$ cat src/rtl/assert_macros.svh
// Concurrent assertion helpers, clocked on aclk, masked during reset.
`ifndef ASSERT_MACROS_SVH
`define ASSERT_MACROS_SVH

`define CBA_ASSERT(label, prop, msg) \
    label: assert property (@(posedge aclk) disable iff (!aresetn) prop) else $error(msg);

`define CBA_ASSERT_IMPL(label, pre, post, msg) \
    label: assert property (@(posedge aclk) disable iff (!aresetn) (pre) |-> (post)) \
        else $error(msg);

`endif

$ cat src/rtl/cba_pkg.sv
`timescale 1ns / 1ps

package cba_pkg;

    localparam int NUM_BLOCKS_DEF       = 8;
    localparam int BLOCK_PAYLOAD_DEF    = 423;
    localparam int RECORDS_PER_META_DEF = 3;

    localparam int LEN_W   = 16;
    localparam int BLK_W   = 10;
    localparam int LINK_W  = 11;
    localparam int SLOT_OW = 2;

    localparam logic signed [LINK_W-1:0] END_LINK = -11'sd1;

    typedef enum logic [2:0] {
        ST_DATA    = 3'd0,
        ST_META    = 3'd1,
        ST_NOSPACE = 3'd2,
        ST_ZERO    = 3'd3,
        ST_NOMETA  = 3'd4
    } status_t;

    typedef enum logic [2:0] {
        S_CLEAR,
        S_IDLE,
        S_CAP,
        S_DECIDE,
        S_SCAN,
        S_TAIL,
        S_META
    } state_t;

endpackage

$ cat src/rtl/chained_block_allocator.sv
`timescale 1ns / 1ps
// Channel  Ports                                   Direction  Carries
// s_       s_valid s_ready s_file_length           in         one request word
// m_       m_valid m_ready m_status m_block_index  out        one result word per
//          m_next_link m_record_slot m_start_block            block, then a record
//          m_last_result                                      (one word if rejected)
//
// The free map scan reads one used flag per cycle, unless a stalled m_ channel
// holds it, while the flag read before it is set if that block is picked.
// After reset a clearing pass initialises the used-flag memory, marking only
// block 0 as used; s_ready stays low throughout.
// A stalled m_ channel holds the scan; one result word is buffered in the output
// register, so s_ready returns while the last word waits.

`include "assert_macros.svh"

module chained_block_allocator
    import cba_pkg::*;
#(
    parameter int NUM_BLOCKS       = NUM_BLOCKS_DEF,
    parameter int BLOCK_PAYLOAD    = BLOCK_PAYLOAD_DEF,
    parameter int RECORDS_PER_META = RECORDS_PER_META_DEF
) (
    input  logic                     aclk,
    input  logic                     aresetn,
    input  logic                     s_valid,
    output logic                     s_ready,
    input  logic [LEN_W-1:0]         s_file_length,
    output logic                     m_valid,
    input  logic                     m_ready,
    output logic [2:0]               m_status,
    output logic [BLK_W-1:0]         m_block_index,
    output logic signed [LINK_W-1:0] m_next_link,
    output logic [SLOT_OW-1:0]       m_record_slot,
    output logic [BLK_W-1:0]         m_start_block,
    output logic                     m_last_result
);

    localparam int IDX_W  = $clog2(NUM_BLOCKS);
    localparam int CNT_W  = $clog2(NUM_BLOCKS + 1);
    localparam int PAY_W  = $clog2(BLOCK_PAYLOAD + 1);
    localparam int CAP_W  = CNT_W + PAY_W;
    localparam int CMP_W  = (CAP_W > LEN_W) ? CAP_W : LEN_W;
    localparam int SLOT_W = (RECORDS_PER_META > 1) ? $clog2(RECORDS_PER_META) : 1;

    localparam logic [CNT_W-1:0]  NB_C      = CNT_W'(NUM_BLOCKS);
    localparam logic [LEN_W-1:0]  PAYLOAD_C = LEN_W'(BLOCK_PAYLOAD);
    localparam logic [PAY_W-1:0]  PAYLOAD_P = PAY_W'(BLOCK_PAYLOAD);
    localparam logic [SLOT_W-1:0] SLOT_MAX  = SLOT_W'(RECORDS_PER_META - 1);

    // used-flag memory
    logic used_mem [NUM_BLOCKS];
    logic             rd_en;
    logic [IDX_W-1:0] rd_addr;
    logic             rd_data_reg;
    logic             wr_en;
    logic [IDX_W-1:0] wr_addr;
    logic             wr_data;

    always_ff @(posedge aclk) begin
        if (wr_en) begin
            used_mem[wr_addr] <= wr_data;
        end
        if (rd_en) begin
            rd_data_reg <= used_mem[rd_addr];
        end
    end

    state_t state_reg, state_next;

    logic [CNT_W-1:0]  rd_idx_reg, rd_idx_next;
    logic              d_vld_reg, d_vld_next;
    logic [IDX_W-1:0]  d_idx_reg, d_idx_next;
    logic              pend_vld_reg, pend_vld_next;
    logic [IDX_W-1:0]  pend_idx_reg, pend_idx_next;
    logic [IDX_W-1:0]  start_reg, start_next;
    logic              nm_found_reg, nm_found_next;
    logic [IDX_W-1:0]  nm_reg, nm_next;
    logic [LEN_W-1:0]  len_reg, len_next;
    logic [LEN_W-1:0]  rem_reg, rem_next;
    logic [CAP_W-1:0]  cap_reg, cap_next;
    logic [CNT_W-1:0]  blocks_used_reg, blocks_used_next;
    logic              fc_nz_reg, fc_nz_next;
    logic [SLOT_W-1:0] fc_mod_reg, fc_mod_next;
    logic [IDX_W-1:0]  meta_tail_reg, meta_tail_next;

    logic                     m_valid_reg, m_valid_next;
    logic [2:0]               m_status_reg, m_status_next;
    logic [BLK_W-1:0]         m_blk_reg, m_blk_next;
    logic signed [LINK_W-1:0] m_link_reg, m_link_next;
    logic [SLOT_OW-1:0]       m_slot_reg, m_slot_next;
    logic [BLK_W-1:0]         m_start_reg, m_start_next;
    logic                     m_last_reg, m_last_next;

    logic out_free;
    logic emit;
    logic meta_due;
    logic pick;
    logic stall;
    logic issue;

    assign out_free = !m_valid_reg || m_ready;
    assign meta_due = fc_nz_reg && (fc_mod_reg == '0);
    assign issue    = rd_idx_reg < NB_C;
    assign pick     = d_vld_reg && !rd_data_reg && (rem_reg != '0);
    assign stall    = pick && pend_vld_reg && !out_free;

    always_ff @(posedge aclk) begin
        if (!aresetn) begin
            state_reg       <= S_CLEAR;
            rd_idx_reg      <= '0;
            d_vld_reg       <= 1'b0;
            pend_vld_reg    <= 1'b0;
            nm_found_reg    <= 1'b0;
            blocks_used_reg <= CNT_W'(1);
            fc_nz_reg       <= 1'b0;
            fc_mod_reg      <= '0;
            meta_tail_reg   <= '0;
            m_valid_reg     <= 1'b0;
        end else begin
            state_reg       <= state_next;
            rd_idx_reg      <= rd_idx_next;
            d_vld_reg       <= d_vld_next;
            pend_vld_reg    <= pend_vld_next;
            nm_found_reg    <= nm_found_next;
            blocks_used_reg <= blocks_used_next;
            fc_nz_reg       <= fc_nz_next;
            fc_mod_reg      <= fc_mod_next;
            meta_tail_reg   <= meta_tail_next;
            m_valid_reg     <= m_valid_next;
        end
    end

    always_ff @(posedge aclk) begin
        d_idx_reg    <= d_idx_next;
        pend_idx_reg <= pend_idx_next;
        start_reg    <= start_next;
        nm_reg       <= nm_next;
        len_reg      <= len_next;
        rem_reg      <= rem_next;
        cap_reg      <= cap_next;
        m_status_reg <= m_status_next;
        m_blk_reg    <= m_blk_next;
        m_link_reg   <= m_link_next;
        m_slot_reg   <= m_slot_next;
        m_start_reg  <= m_start_next;
        m_last_reg   <= m_last_next;
    end

    always_comb begin
        state_next       = state_reg;
        rd_idx_next      = rd_idx_reg;
        d_vld_next       = d_vld_reg;
        d_idx_next       = d_idx_reg;
        pend_vld_next    = pend_vld_reg;
        pend_idx_next    = pend_idx_reg;
        start_next       = start_reg;
        nm_found_next    = nm_found_reg;
        nm_next          = nm_reg;
        len_next         = len_reg;
        rem_next         = rem_reg;
        cap_next         = cap_reg;
        blocks_used_next = blocks_used_reg;
        fc_nz_next       = fc_nz_reg;
        fc_mod_next      = fc_mod_reg;
        meta_tail_next   = meta_tail_reg;

        rd_en   = 1'b0;
        rd_addr = rd_idx_reg[IDX_W-1:0];
        wr_en   = 1'b0;
        wr_addr = rd_idx_reg[IDX_W-1:0];
        wr_data = 1'b0;

        emit          = 1'b0;
        m_status_next = m_status_reg;
        m_blk_next    = m_blk_reg;
        m_link_next   = m_link_reg;
        m_slot_next   = m_slot_reg;
        m_start_next  = m_start_reg;
        m_last_next   = m_last_reg;

        s_ready = 1'b0;

        case (state_reg)
            S_CLEAR: begin
                wr_en       = 1'b1;
                wr_data     = (rd_idx_reg == '0);
                rd_idx_next = rd_idx_reg + CNT_W'(1);
                if (rd_idx_reg == NB_C - CNT_W'(1)) begin
                    state_next = S_IDLE;
                end
            end
            S_IDLE: begin
                s_ready = 1'b1;
                if (s_valid) begin
                    len_next   = s_file_length;
                    state_next = S_CAP;
                end
            end
            S_CAP: begin
                cap_next   = CAP_W'((NB_C - blocks_used_reg) * PAYLOAD_P);
                state_next = S_DECIDE;
            end
            S_DECIDE: begin
                if (out_free) begin
                    if (len_reg == '0) begin
                        emit          = 1'b1;
                        m_status_next = ST_ZERO;
                        state_next    = S_IDLE;
                    end else if (CMP_W'(len_reg) > CMP_W'(cap_reg)) begin
                        emit          = 1'b1;
                        m_status_next = ST_NOSPACE;
                        state_next    = S_IDLE;
                    end else begin
                        rem_next      = len_reg;
                        rd_idx_next   = '0;
                        d_vld_next    = 1'b0;
                        pend_vld_next = 1'b0;
                        nm_found_next = 1'b0;
                        state_next    = S_SCAN;
                    end
                    m_blk_next   = '0;
                    m_link_next  = END_LINK;
                    m_slot_next  = '0;
                    m_start_next = '0;
                    m_last_next  = 1'b1;
                end
            end
            S_SCAN: begin
                if (!stall) begin
                    if (pick) begin
                        wr_en            = 1'b1;
                        wr_addr          = d_idx_reg;
                        wr_data          = 1'b1;
                        blocks_used_next = blocks_used_reg + CNT_W'(1);
                        rem_next         = (rem_reg > PAYLOAD_C) ? rem_reg - PAYLOAD_C : '0;
                        pend_vld_next    = 1'b1;
                        pend_idx_next    = d_idx_reg;
                        if (pend_vld_reg) begin
                            emit          = 1'b1;
                            m_status_next = ST_DATA;
                            m_blk_next    = BLK_W'(pend_idx_reg);
                            m_link_next   = LINK_W'(d_idx_reg);
                            m_slot_next   = '0;
                            m_start_next  = BLK_W'(start_reg);
                            m_last_next   = 1'b0;
                        end else begin
                            start_next = d_idx_reg;
                        end
                    end else if (d_vld_reg && !rd_data_reg && (d_idx_reg != '0)) begin
                        nm_found_next = 1'b1;
                        nm_next       = d_idx_reg;
                    end
                    rd_en      = issue;
                    d_vld_next = issue;
                    d_idx_next = rd_idx_reg[IDX_W-1:0];
                    if (issue) begin
                        rd_idx_next = rd_idx_reg + CNT_W'(1);
                    end else begin
                        state_next = S_TAIL;
                    end
                end
            end
            S_TAIL: begin
                if (out_free) begin
                    emit          = 1'b1;
                    m_status_next = ST_DATA;
                    m_blk_next    = BLK_W'(pend_idx_reg);
                    m_link_next   = END_LINK;
                    m_slot_next   = '0;
                    m_start_next  = BLK_W'(start_reg);
                    m_last_next   = 1'b0;
                    state_next    = S_META;
                end
            end
            S_META: begin
                if (out_free) begin
                    emit         = 1'b1;
                    m_link_next  = END_LINK;
                    m_start_next = BLK_W'(start_reg);
                    m_last_next  = 1'b1;
                    state_next   = S_IDLE;
                    if (meta_due && !nm_found_reg) begin
                        m_status_next = ST_NOMETA;
                        m_blk_next    = '0;
                        m_slot_next   = '0;
                    end else begin
                        m_status_next = ST_META;
                        fc_nz_next    = 1'b1;
                        fc_mod_next   = (fc_mod_reg == SLOT_MAX) ? '0
                                                                 : fc_mod_reg + SLOT_W'(1);
                        if (meta_due) begin
                            wr_en            = 1'b1;
                            wr_addr          = nm_reg;
                            wr_data          = 1'b1;
                            blocks_used_next = blocks_used_reg + CNT_W'(1);
                            meta_tail_next   = nm_reg;
                            m_blk_next       = BLK_W'(nm_reg);
                            m_slot_next      = '0;
                        end else begin
                            m_blk_next  = BLK_W'(meta_tail_reg);
                            m_slot_next = SLOT_OW'(fc_mod_reg);
                        end
                    end
                end
            end
            default: begin
                state_next = S_IDLE;
            end
        endcase

        m_valid_next = emit ? 1'b1 : (m_ready ? 1'b0 : m_valid_reg);
    end

    assign m_valid       = m_valid_reg;
    assign m_status      = m_status_reg;
    assign m_block_index = m_blk_reg;
    assign m_next_link   = m_link_reg;
    assign m_record_slot = m_slot_reg;
    assign m_start_block = m_start_reg;
    assign m_last_result = m_last_reg;

    `CBA_ASSERT(a_used_bound, blocks_used_reg <= NB_C, "block count above capacity")
    `CBA_ASSERT_IMPL(a_other_last, m_valid && m_status != ST_DATA, m_last_result,
                     "non-data word without last flag")
    `CBA_ASSERT_IMPL(a_data_not_last, m_valid && m_status == ST_DATA, !m_last_result,
                     "data word carries last flag")
    `CBA_ASSERT_IMPL(a_busy_after_req, s_valid && s_ready, ##1 !s_ready,
                     "request taken while previous one in flight")

endmodule
$ cat config.mk
export PLATFORM = sky130hd
export DESIGN_NAME = chained_block_allocator
export DESIGN_NICKNAME = d
export VERILOG_FILES = /design/src/rtl/cba_pkg.sv /design/src/rtl/chained_block_allocator.sv
export VERILOG_INCLUDE_DIRS = /design/src /design/src/rtl
export SDC_FILE = /design/constraint.sdc
export NUM_CORES = 1
export LEC_CHECK = 0
export ABC_AREA = 1
export BUFFER_PORTS_ARGS = -buffer_cell sky130_fd_sc_hd__buf_2
export CAP_MARGIN = 20
export CORE_MARGIN = 4
export CORE_UTILIZATION = 50
export DETAILED_ROUTE_END_ITERATION = 6
export GPL_TIMING_DRIVEN = 0
export PLACE_DENSITY = 0.72
export SYNTH_ARGS = -nofsm -noshare
export SYNTH_HDL_FRONTEND = slang
export SYNTH_SLANG_ARGS = --single-unit
$ cat constraint.sdc
create_clock -name aclk -period 3.9 [get_ports aclk]
set_input_delay 0.78 -clock aclk [delete_from_list [all_inputs] [get_ports aclk]]
set_output_delay 0.78 -clock aclk [all_outputs]
set_load 0.005 [all_outputs]
After elaboration in Yosys (flattened, before gate mapping)

Memory sizes are Yosys's and may differ from the RTL's. A register that Yosys moved wholly into a read port is not among the register bits.
Index checks and enable logic that the tools add are counted.
W data, S select, Z words.

Eq/ne operators: 29
Muxes and demuxes: 113
Bitwise logic cells: 4
Magnitude comparators: 3
Multipliers: 1
Reduce and logical (&&, ||, !) cells: 50
$add $sub $neg: 5

Operator list:

| cell                    | count |
|---|---|
| $mux W10                | 10 |
| $mux W16                | 6 |
| $mux W3                 | 25 |
| $mux W11                | 4 |
| $mux W4                 | 10 |
| $pmux W10 S4            | 1 |
| $reduce_and A6 Y1       | 6 |
| $mux W1                 | 33 |
| $ne A2 B2 Y1 const B    | 16 |
| $pmux W16 S2            | 1 |
| $pmux W10 S3            | 1 |
| $pmux W11 S2            | 1 |
| $pmux W3 S7             | 1 |
| $reduce_and A7 Y1       | 3 |
| $gt A16 B13 Y1          | 1 |
| $gt A16 B9 Y1 const B   | 1 |
| $logic_not A16 Y1       | 1 |
| $mux W2                 | 8 |
| $reduce_bool A16 Y1     | 1 |
| $sub A16 B9 Y16 const B | 1 |
| $reduce_bool A3 Y1      | 5 |
| $mul A5 B10 Y13 const B | 1 |
| $pmux W1 S3             | 4 |
| $pmux W3 S4             | 1 |
| 32 further kinds        | 63 |

Input bits: 20
Output and inout port bits: 39
Memory bits (writable): 8
Logic and storage cells: 229
Memories: 1
Flip-flop bits (word level): 115

Memory list:

| name     | depth | width | read ports | clocked after Yosys merged registers in | write ports | RTL line                      | source |
|---|---|---|---|---|---|---|---|
| used_mem | 8     | 1     | 1          | 1                                       | 1           | chained_block_allocator.sv:52 | `logic used_mem [NUM_BLOCKS];` |

Longest topological paths before layout

Gate-level depths: netlist (run 1).

Word-level depth: 9
Gate-level depth with buffers: 18

Worst setup path after synthesis (run 1)

Ideal clock, no wire load.

Path kind: register -> register
Start: register blocks_used_reg[0]
End: register cap_reg[11], data pin
Period minus slack after synthesis: 3,742 ps
Path slack: 158 ps
Data arrival time: 3,484 ps
Cell stages (with the launch flop): 19
Path buffers: 0
Data required time: 3,642 ps
Library setup time: 258 ps
Cells stage by stage: dfxtp_1 inv_2 ha_1 xnor2_1 inv_1 ha_1 ha_1 fa_1 nand2_1 inv_1 fa_1 nand3_1 nand2_1 nand2_1 nand2_1 nand3_1 nand2_1 a21oi_1 xnor2_1

Longest elaborated chain between the ends: 2

RTL lines:

| element                | RTL line                       | source |
|---|---|---|
| start, declared        | chained_block_allocator.sv:82  | `logic [CNT_W-1:0] blocks_used_reg, blocks_used_next;` |
| start signal, assigned | chained_block_allocator.sv:126 | `blocks_used_reg <= blocks_used_next;` |
| $sub A4 B4 Y5          | chained_block_allocator.sv:201 | `cap_next = CAP_W'((NB_C - blocks_used_reg) * PAYLOAD_P);` |
| $mul A5 B10 Y13        | chained_block_allocator.sv:201 |  |
| end signal, assigned   | chained_block_allocator.sv:141 | `cap_reg <= cap_next;` |
| end, declared          | chained_block_allocator.sv:81  | `logic [CAP_W-1:0] cap_reg, cap_next;` |

Every way passes these cells.
A chain may end at the register's enable or synchronous reset.

Final worst setup path (run 1)

Start: register blocks_used_reg[1]
End: register cap_reg[11], data pin

The elaborated chain is that of the path after synthesis.

==> impl_metrics.yaml, run 1 <==
synth:
  synthTopCellsByArea: "edfxtp_1 40%, ha_1 8.5%, dfxtp_1 6.8%"
  synth_top_cell_area_share_pct: 40.0
  ys_seq_area_share_pct: 46.8
  yosys.area_share.simple_pct: 19.2
  synthCells: 658
  synth_xor_area_share_pct: 3.96
  synth_compound_area_share_pct: 9.97
  synth_adder_area_share_pct: 10.2
  synth_flop_cell: "edfxtp_1"
  async_flop_share_pct: 0
  synth_seq_cells: 103
  synth_edf_count: 82
  synth_mux_area_share_pct: 0.488
  netlist-cell-type-count: 52
  synth.cell_area_mm2: 0.00616
  yosys_warnings: 0
  yosysTopAreaCell: "edfxtp_1"
  avgSynthCellArea_um2: 9.36
  synth_top_family_by_area: "simple AND/OR/NAND/NOR gates"
timing:
  tightestPinTransition_ns: 0.606
  finalCriticalPeriod_ns: 3.62
  period_share_pct: 92.9
  slew_violations: 0
  setup_viol: 0
  maxSlewHeadroom_pct: 59.6
  finalHoldViolCount: 0
  tns_ns: 0
  fmax_mhz: 276
  rsz0062_at_grt: "no"
  finClkSkew_ns: 0.00773
floorplan:
  rows: 40
  die_w_um: 119
  dieArea_mm2: 0.0142
  start_util_pct: 51.3
  core_region_area_mm2: 0.0120
  die-height_um: 119
  io_pins: 59
finish:
  area_delta_synth_final_pct: 13.9
  drive_gt1_share_pct: 20.5
  num-fill-cells: 1032
  utilization_pct: 58.4
  layout.nets: 798
  fin_cells: 883
  insertedDiodeCount: 0
  final_area_mm2: 0.00701
routing:
  vias_per_cell: 5.18
  drt-initial-drc-count: 355
  wl_met1_um: 5660
  drc: 0
  firstDrtPassIters: 5
  avgRoutedWirePerCell_um: 14.4
  postRouteAntennaNets: 0
  highest_layer: "met4"
  dr_total_vias: 4577
  wl_met2_um: 6280
  dr_wl_met3_um: 588
  routed_wirelength_um: 12700
global_routing:
  grt_pass1_vias: 4520
  grt-ovfl-total: 0
  grt_use_total_pct: 18.5
  grt_pass1_wl_um: 21100
  grt_max_degree: 17
  antenna_found_initial: 0
power_and_ir_drop:
  leakagePower_nw: 3.12
  p_per_area_mw_per_mm2: 369
  totalPowerFinal_mw: 2.59
  peakVddDrop_v: 0.000196
placement:
  dpl_cell_area_mm2: 0.00662
  hpwl_um: 9990
  numPortBuffers: 44
  dp_cells: 863
  globalplace.congestion: 0.898
clock_tree:
  root_buffer: "clkbuf_16"
  cts_tree: "done"
  cts_num_sinks: 103
  cts_inserted_buffers: 9
  cts_hold_buf: 0
  htreeDepth: 3
  clockBufferDepth: 2
  clkTransAtPathRegs_ns: 0.07
  insertion_delay_ns: 0.34
outcome:
  status: "finished clean"
hold_path:
  hp-class: "flop to flop"
worst_setup_path:
  cp-end-kind: "flop"
  worstPathRequired_ns: 3.99
  worst-setup-path-type: "flop to flop"
  crit_path_max_fanout: 4
  rrSetupSlack_ns: 0.28
  cp.arrival_ns: 3.72
  start_kind: "flop"
flow_run:
  drv_cap: 0
-- final timing paths --
kind / startpoint / to / cells after the start
max: blocks_used_reg[1] / cap_reg[11] / 18
max reg2reg: blocks_used_reg[1] / cap_reg[11] / 18
min: meta_tail_reg[2] / meta_tail_reg[2] / 2
min reg2reg: meta_tail_reg[2] / meta_tail_reg[2] / 2
-- power by group --
part	switching [mW]	total [mW]	internal (mW)
Clock	0.383	1.01	0.629
Combinational	0.186	0.293	0.107
Sequential	0.0343	1.28	1.25
-- logic make-up after synthesis --
family	after synthesis
simple gates	259
buf+inv	127
flops	103
compound gates	91
fa+ha+maj	47
xor+xnor	27
mux	3
other cells	1
-- critical path, cell delays in order, from the launching register on --
cell and delay, ns:
dfxtp_1 0.36, inv_1 0.10, ha_2 0.23, xnor2_4 0.19, inv_1 0.08, ha_1 0.30
ha_1 0.33, fa_1 0.49, nand2_1 0.10, inv_1 0.09, fa_1 0.40, nand3_1 0.10
nand2_1 0.09, nand2_1 0.07, nand2_1 0.08, nand3_1 0.07, nand2_1 0.05, a21oi_1 0.16
xnor2_1 0.08
-- cells in the final DEF, fill, tap and decap left out, drive strengths merged, types with 4 or more instances in the layout --
| master | instances |
|---|---|
| edfxtp | 82 |
| o22ai | 12 |
| xor2 | 18 |
| nor3 | 4 |
| buf | 75 |
| a21oi | 38 |
| inv | 100 |
| nand3 | 39 |
| xnor2 | 9 |
| clkbuf | 12 |
| nand2 | 128 |
| conb | 14 |
| nor2 | 75 |
| fa | 5 |
| nand4 | 8 |
| o21ai | 24 |
| dfxtp | 21 |
| ha | 42 |
-- synth_stat cells, types with 9 or more instances --
cell,n
buf_4,22
xnor2_1,9
a21oi_1,35
nand3_1,36
o22ai_2,10
nor2_1,65
inv_1,91
nand2_1,112
nand2_2,14
xor2_1,17
edfxtp_1,82
o21ai_0,22
dfxtp_1,21
ha_1,42
-- through the flow --
step	setup WS [ns]	hold slack [ns]
final	0.278	0.470
after global routing	0.0199	0.490
after CTS	0.110	0.470
after detailed placement	-0.467	0.460
after global placement	-0.317	0.458
after floorplan	0.158	0.445
-- timing repair --
action | CTS | global route
endpoints found under the setup margin | 6 | 1
setup buffers | 1 | 2
pin swaps | 1 | 0
gates resized for setup | 3 | 2
-- layer usage --
metal,up-vias,track usage (%)
met2,108,32.0
met4,0,5.07
met1,2147,23.3
li1,2306,-
met5,-,0
met3,16,4.18
-- area by class of cell --
cell class                      count  area (µm²)  area share [%]
Tap cell                          147         184            2.62
Multi-Input combinational cell    441        2770            39.5
Sequential cell                   103        2890            41.2
Clock inverter                      5         106            1.52
Buffer                             27         195            2.78
Inverter                          100         380            5.42
Timing Repair Buffer               49         258            3.67
Clock buffer                       11         233            3.32
Note: power is estimated with default switching activity, not from simulation.
==> run 2: changes to the inputs <==
SETUP_SLACK_MARGIN = 0.3   (was default)
==> run 2 against run 1 <==
Power decreased by 4.4%; maximum frequency is 5.7% higher; critical path type unchanged; critical endpoint unchanged; sequential share of layout area about the same; sequential power about the same; flip-flop and latch count did not move; routed wire length is 3.1% higher; highest routed layer unchanged.
==> impl_metrics.yaml, run 2 (synthesized netlist as in run 1, its figures left out) <==
outcome:
  status: "finished clean"
floorplan:
  die_w_um: 119
  die-height_um: 119
  start_util_pct: 51.3
  dieArea_mm2: 0.0142
  rows: 40
  io_pins: 59
  core_region_area_mm2: 0.0120
finish:
  layout.nets: 800
  insertedDiodeCount: 0
  area_delta_synth_final_pct: 14.1
  final_area_mm2: 0.00703
  fin_cells: 885
  drive_gt1_share_pct: 22.0
  utilization_pct: 58.5
  layout_common_cells: "112 x nand2_1, 89 x inv_1, 82 x edfxtp_1, 64 x nor2_1, 47 x buf_2"
  layout_commonest_cell: "nand2_1"
timing:
  maxSlewHeadroom_pct: 60.5
  fmax_mhz: 292
  finalCriticalPeriod_ns: 3.43
  finClkSkew_ns: 0.0101
  rsz0062_at_grt: "no"
  tightestPinTransition_ns: 0.592
  fin_ws_ns: 0.474
  setup_viol: 0
  finalHoldViolCount: 0
  period_share_pct: 87.9
  slew_violations: 0
power_and_ir_drop:
  leakagePower_nw: 3.10
  totalPowerFinal_mw: 2.47
  p_per_area_mw_per_mm2: 352
  peakVddDrop_v: 0.000222
worst_setup_path:
  cp-end-kind: "flop"
  worst-setup-path-type: "flop to flop"
  worstPathRequired_ns: 4.00
  cp.arrival_ns: 3.53
  crit_path_max_fanout: 4
  cpMaxStageDelayCell: "fa_1"
  start_kind: "flop"
  cp_top_family: "adder cells"
  cp_common_cell: "nand2_1"
  path_cells: "inv_2 -> ha_4 -> xnor2_4 -> inv_1 -> ha_1 -> ha_4 -> fa_1 -> nand2_1 -> inv_1 -> fa_2 -> nand3_1 -> nand2_1 -> nand2_1 -> nand2_1 -> nand3_1 -> nand2_1 -> a21oi_2 -> xnor2_1"
  worst_path_largest_cell_delay_ns: 0.49
  crit_buf_inv: 3
global_routing:
  grt_pass1_wl_um: 21000
  grt-ovfl-total: 0
  grt_use_total_pct: 18.5
  grt_pass1_vias: 4488
  antenna_found_initial: 0
  grt_max_degree: 18
routing:
  firstDrtPassIters: 5
  drt-initial-drc-count: 335
  drc: 0
  postRouteAntennaNets: 0
  avgRoutedWirePerCell_um: 14.8
  vias_per_cell: 5.22
  routed_wirelength_um: 13100
  dr_total_vias: 4621
hold_path:
  hp-class: "flop to flop"
placement:
  dp_cells: 863
  globalplace.congestion: 0.886
  numPortBuffers: 44
  dpl_cell_area_mm2: 0.00663
  preCtsSetupSlack_ns: -0.193
  hpwl_um: 9990
clock_tree:
  cts_tree: "done"
  clkTransAtPathRegs_ns: 0.07
  cts_num_sinks: 103
  clockBufferDepth: 2
  htreeDepth: 3
  root_buffer: "clkbuf_16"
  cts_inserted_buffers: 9
  cts_hold_buf: 0
  insertion_delay_ns: 0.36
flow_run:
  drv_cap: 0
==> run 2: power by group <==
group / switching, mW / internal (mW) / total, mW
Combinational: 0.185 / 0.106 / 0.291
Clock: 0.401 / 0.501 / 0.901
Sequential: 0.0348 / 1.25 / 1.28
Total: 0.621 / 1.85 / 2.47
==> run 2: per-stage QoR <==
step                hold WS [ns]  TNS [ns]
global placement           0.458   -0.0901
detailed placement         0.466    -0.193
floorplan                  0.445         0
global route               0.492         0
finish                     0.474         0
CTS                        0.477         0
==> run 2: layer usage <==
metal	wire length, µm	share of wire, %	global-route usage (%)
met1	5670	43	22.7
met2	6490	49	31.8
met3	726	5.5	3.80
met4	221	1.7	7.75
met5	0	0	0
==> run 2: final timing paths <==
check | start | to | slack (ns) | cells after the start
worst max-delay path | blocks_used_reg[1] | cap_reg[11] | 0.47 | 18
worst min-delay path | meta_tail_reg[2] | meta_tail_reg[2] | 0.47 | 2
worst max register to register | blocks_used_reg[1] | cap_reg[11] | 0.47 | 18
worst min register to register | meta_tail_reg[2] | meta_tail_reg[2] | 0.47 | 2
==> run 2: layout make-up <==
class                      count  area, µm²
buffer                        27        195
clock buffer                  10        229
clock inverter                 6       70.1
fill                        1061       4990
inverter                     100        380
multi-input combinational    441       2800
sequential                   103       2890
tap                          147        184
timing repair buffer          51        273
==> run 2: timing repair <==
item	4_1_cts	5_1_grt
gates resized for setup	5	9
buffers inserted	3	2
hold endpoints to repair	0	0
endpoints found under the setup margin	6	3
pin swaps	1	0
==> run 2: worst reg2reg max path, delay by kind of cell (launching register included) <==
| family | cells | cell delay, ns |
|---|---|---|
| AOI/OAI and AO/OA | 1 | 0.15 |
| xor gates and xnor gates | 2 | 0.26 |
| adders and majority gates | 5 | 1.59 |
| buffers and inverters | 3 | 0.24 |
| DFF | 1 | 0.35 |
| and+or+nand+nor | 7 | 0.57 |
==> run 3: changes to the inputs <==
PLACE_DENSITY = 0.82   (was 0.72)
==> run 3 against run 2 <==
Combinational power about the same; clock power up 7.0%; utilization up 0.062 points; clock skew down 0.0064 ns; critical path depth unchanged; worst setup slack better by 0.015 ns; via count up 0.30%; non-clock buffer count down 2; final cell count down 0.23%; first-iteration DRC count up 9.0%; die area unchanged; global-route usage down 0.36 points.
==> impl_metrics.yaml, run 3 (synthesized netlist as in run 1, its figures left out) <==
timing:
  finalHoldViolCount: 0
  finalCriticalPeriod_ns: 3.41
  fmax_mhz: 293
  tightestPinTransition_ns: 0.616
  maxSlewHeadroom_pct: 58.9
  setup_viol: 0
  slew_violations: 0
  tns_ns: 0
  finClkSkew_ns: 0.00372
  period_share_pct: 87.5
  fin_ws_ns: 0.489
  rsz0062_at_grt: "no"
routing:
  wl_met1_um: 5380
  highest_layer: "met4"
  routed_wirelength_um: 12500
  avgRoutedWirePerCell_um: 14.2
  firstDrtPassIters: 5
  drt-initial-drc-count: 365
  dr_total_vias: 4635
  vias_per_cell: 5.25
  wl_met2_um: 6130
  dr_wl_met3_um: 710
  postRouteAntennaNets: 0
  drc: 0
clock_tree:
  cts_tree: "done"
  cts_hold_buf: 0
  root_buffer: "clkbuf_16"
  insertion_delay_ns: 0.34
  htreeDepth: 3
  clockBufferDepth: 2
  clkTransAtPathRegs_ns: 0.07
  cts_num_sinks: 103
  cts_inserted_buffers: 9
power_and_ir_drop:
  internal_power_mw: 1.93
  p_comb_share_pct: 11.4
  totalPowerFinal_mw: 2.53
  power_frac_clock_pct: 38.1
  peakVddDrop_v: 0.000223
  p_sw_share_pct: 23.7
  p_seq_share_pct: 50.5
  p_per_area_mw_per_mm2: 360
  switchingPower_mw: 0.599
  leakagePower_nw: 3.12
floorplan:
  core_region_area_mm2: 0.0120
  rows: 40
  io_pins: 59
  die_w_um: 119
  start_util_pct: 51.3
  dieArea_mm2: 0.0142
  die-height_um: 119
global_routing:
  grt_pass1_wl_um: 20900
  grt_pass1_vias: 4425
  grt_use_total_pct: 18.2
  grt-ovfl-total: 0
  grt_max_degree: 17
  antenna_found_initial: 0
finish:
  fin_cells: 883
  utilization_pct: 58.6
  area_delta_synth_final_pct: 14.2
  insertedDiodeCount: 0
  layout.nets: 798
  layout_commonest_cell: "nand2_1"
  drive_gt1_share_pct: 21.9
  layout_common_cells: "111 x nand2_1, 88 x inv_1, 82 x edfxtp_1, 64 x nor2_1, 47 x buf_2"
worst_setup_path:
  start_kind: "flop"
  worstPathRequired_ns: 4.00
  cp-end-kind: "flop"
  cp.arrival_ns: 3.51
  worst-setup-path-type: "flop to flop"
  crit_path_max_fanout: 4
placement:
  preCtsSetupSlack_ns: -0.238
  globalplace.congestion: 0.878
  numPortBuffers: 44
  hpwl_um: 9540
  dp_cells: 863
hold_path:
  hp-class: "flop to flop"
outcome:
  status: "finished clean"
flow_run:
  drv_cap: 0
==> run 3: cell types whose count changed in the layout (fill, tap and decap cells not counted), sizes merged <==
cell and delta:
clkinvlp -2, bufinv +1, buf -2, inv -1, clkbuf +1, clkinv +1
==> run 3: cell type report <==
type                       count  area, µm²
timing repair buffer          49        265
clock inverter                 5       81.3
buffer                        27        195
clock buffer                  11        243
sequential                   103       2890
inverter                     100        380
fill                        1019       4980
tap                          147        184
multi-input combinational    441       2790
==> run 3: what timing repair did <==
item                       in CTS  in global routing
pin swaps                       1                  1
setup endpoints to repair       7                  2
gates resized for setup         5                 11
setup buffers                   3                  0
==> run 3: critical path: stages (launching register included) <==
cell and delay [ns]:
dfxtp_4 0.35, inv_2 0.11, ha_4 0.19, xnor2_4 0.13
inv_1 0.08, ha_1 0.29, ha_1 0.31, fa_1 0.51
nand2_2 0.11, inv_2 0.06, fa_2 0.34, nand3_1 0.09
nand2_1 0.09, nand2_1 0.08, nand2_1 0.07, nand3_1 0.08
nand2_1 0.07, a21oi_2 0.14, xnor2_1 0.07
==> run 3: worst paths after layout <==
kind,startpoint,to,slack (ns),depth (start not counted)
min reg2reg,meta_tail_reg[2],meta_tail_reg[2],0.47,2
max reg2reg,blocks_used_reg[0],cap_reg[11],0.49,18
max,blocks_used_reg[0],cap_reg[11],0.49,18
min,meta_tail_reg[2],meta_tail_reg[2],0.47,2
==> run 3: power groups by stage <==
stage / Sequential (mW) / Combinational, mW / Clock [mW]
2_1_floorplan: 1.29 / 0.215 / 0
3_3_place_gp: 1.30 / 0.273 / 0
3_5_place_dp: 1.30 / 0.283 / 0
4_1_cts: 1.28 / 0.286 / 0.974
5_1_grt: 1.28 / 0.327 / 1.02
6_report: 1.28 / 0.288 / 0.964
==> run 3: stage by stage <==
step	hold WS [ns]	cell area, µm²
3_5_place_dp	0.457	6630
6_report	0.467	7030
2_1_floorplan	0.445	6220
3_3_place_gp	0.456	6620
5_1_grt	0.492	7030
4_1_cts	0.467	7000
==> run 3: metal layers <==
layer  global-route usage, %  up-vias
met4                    7.10        0
met2                    30.6      151
met1                    23.6     2154
met5                       0        -
li1                        -     2307
met3                    2.71       23
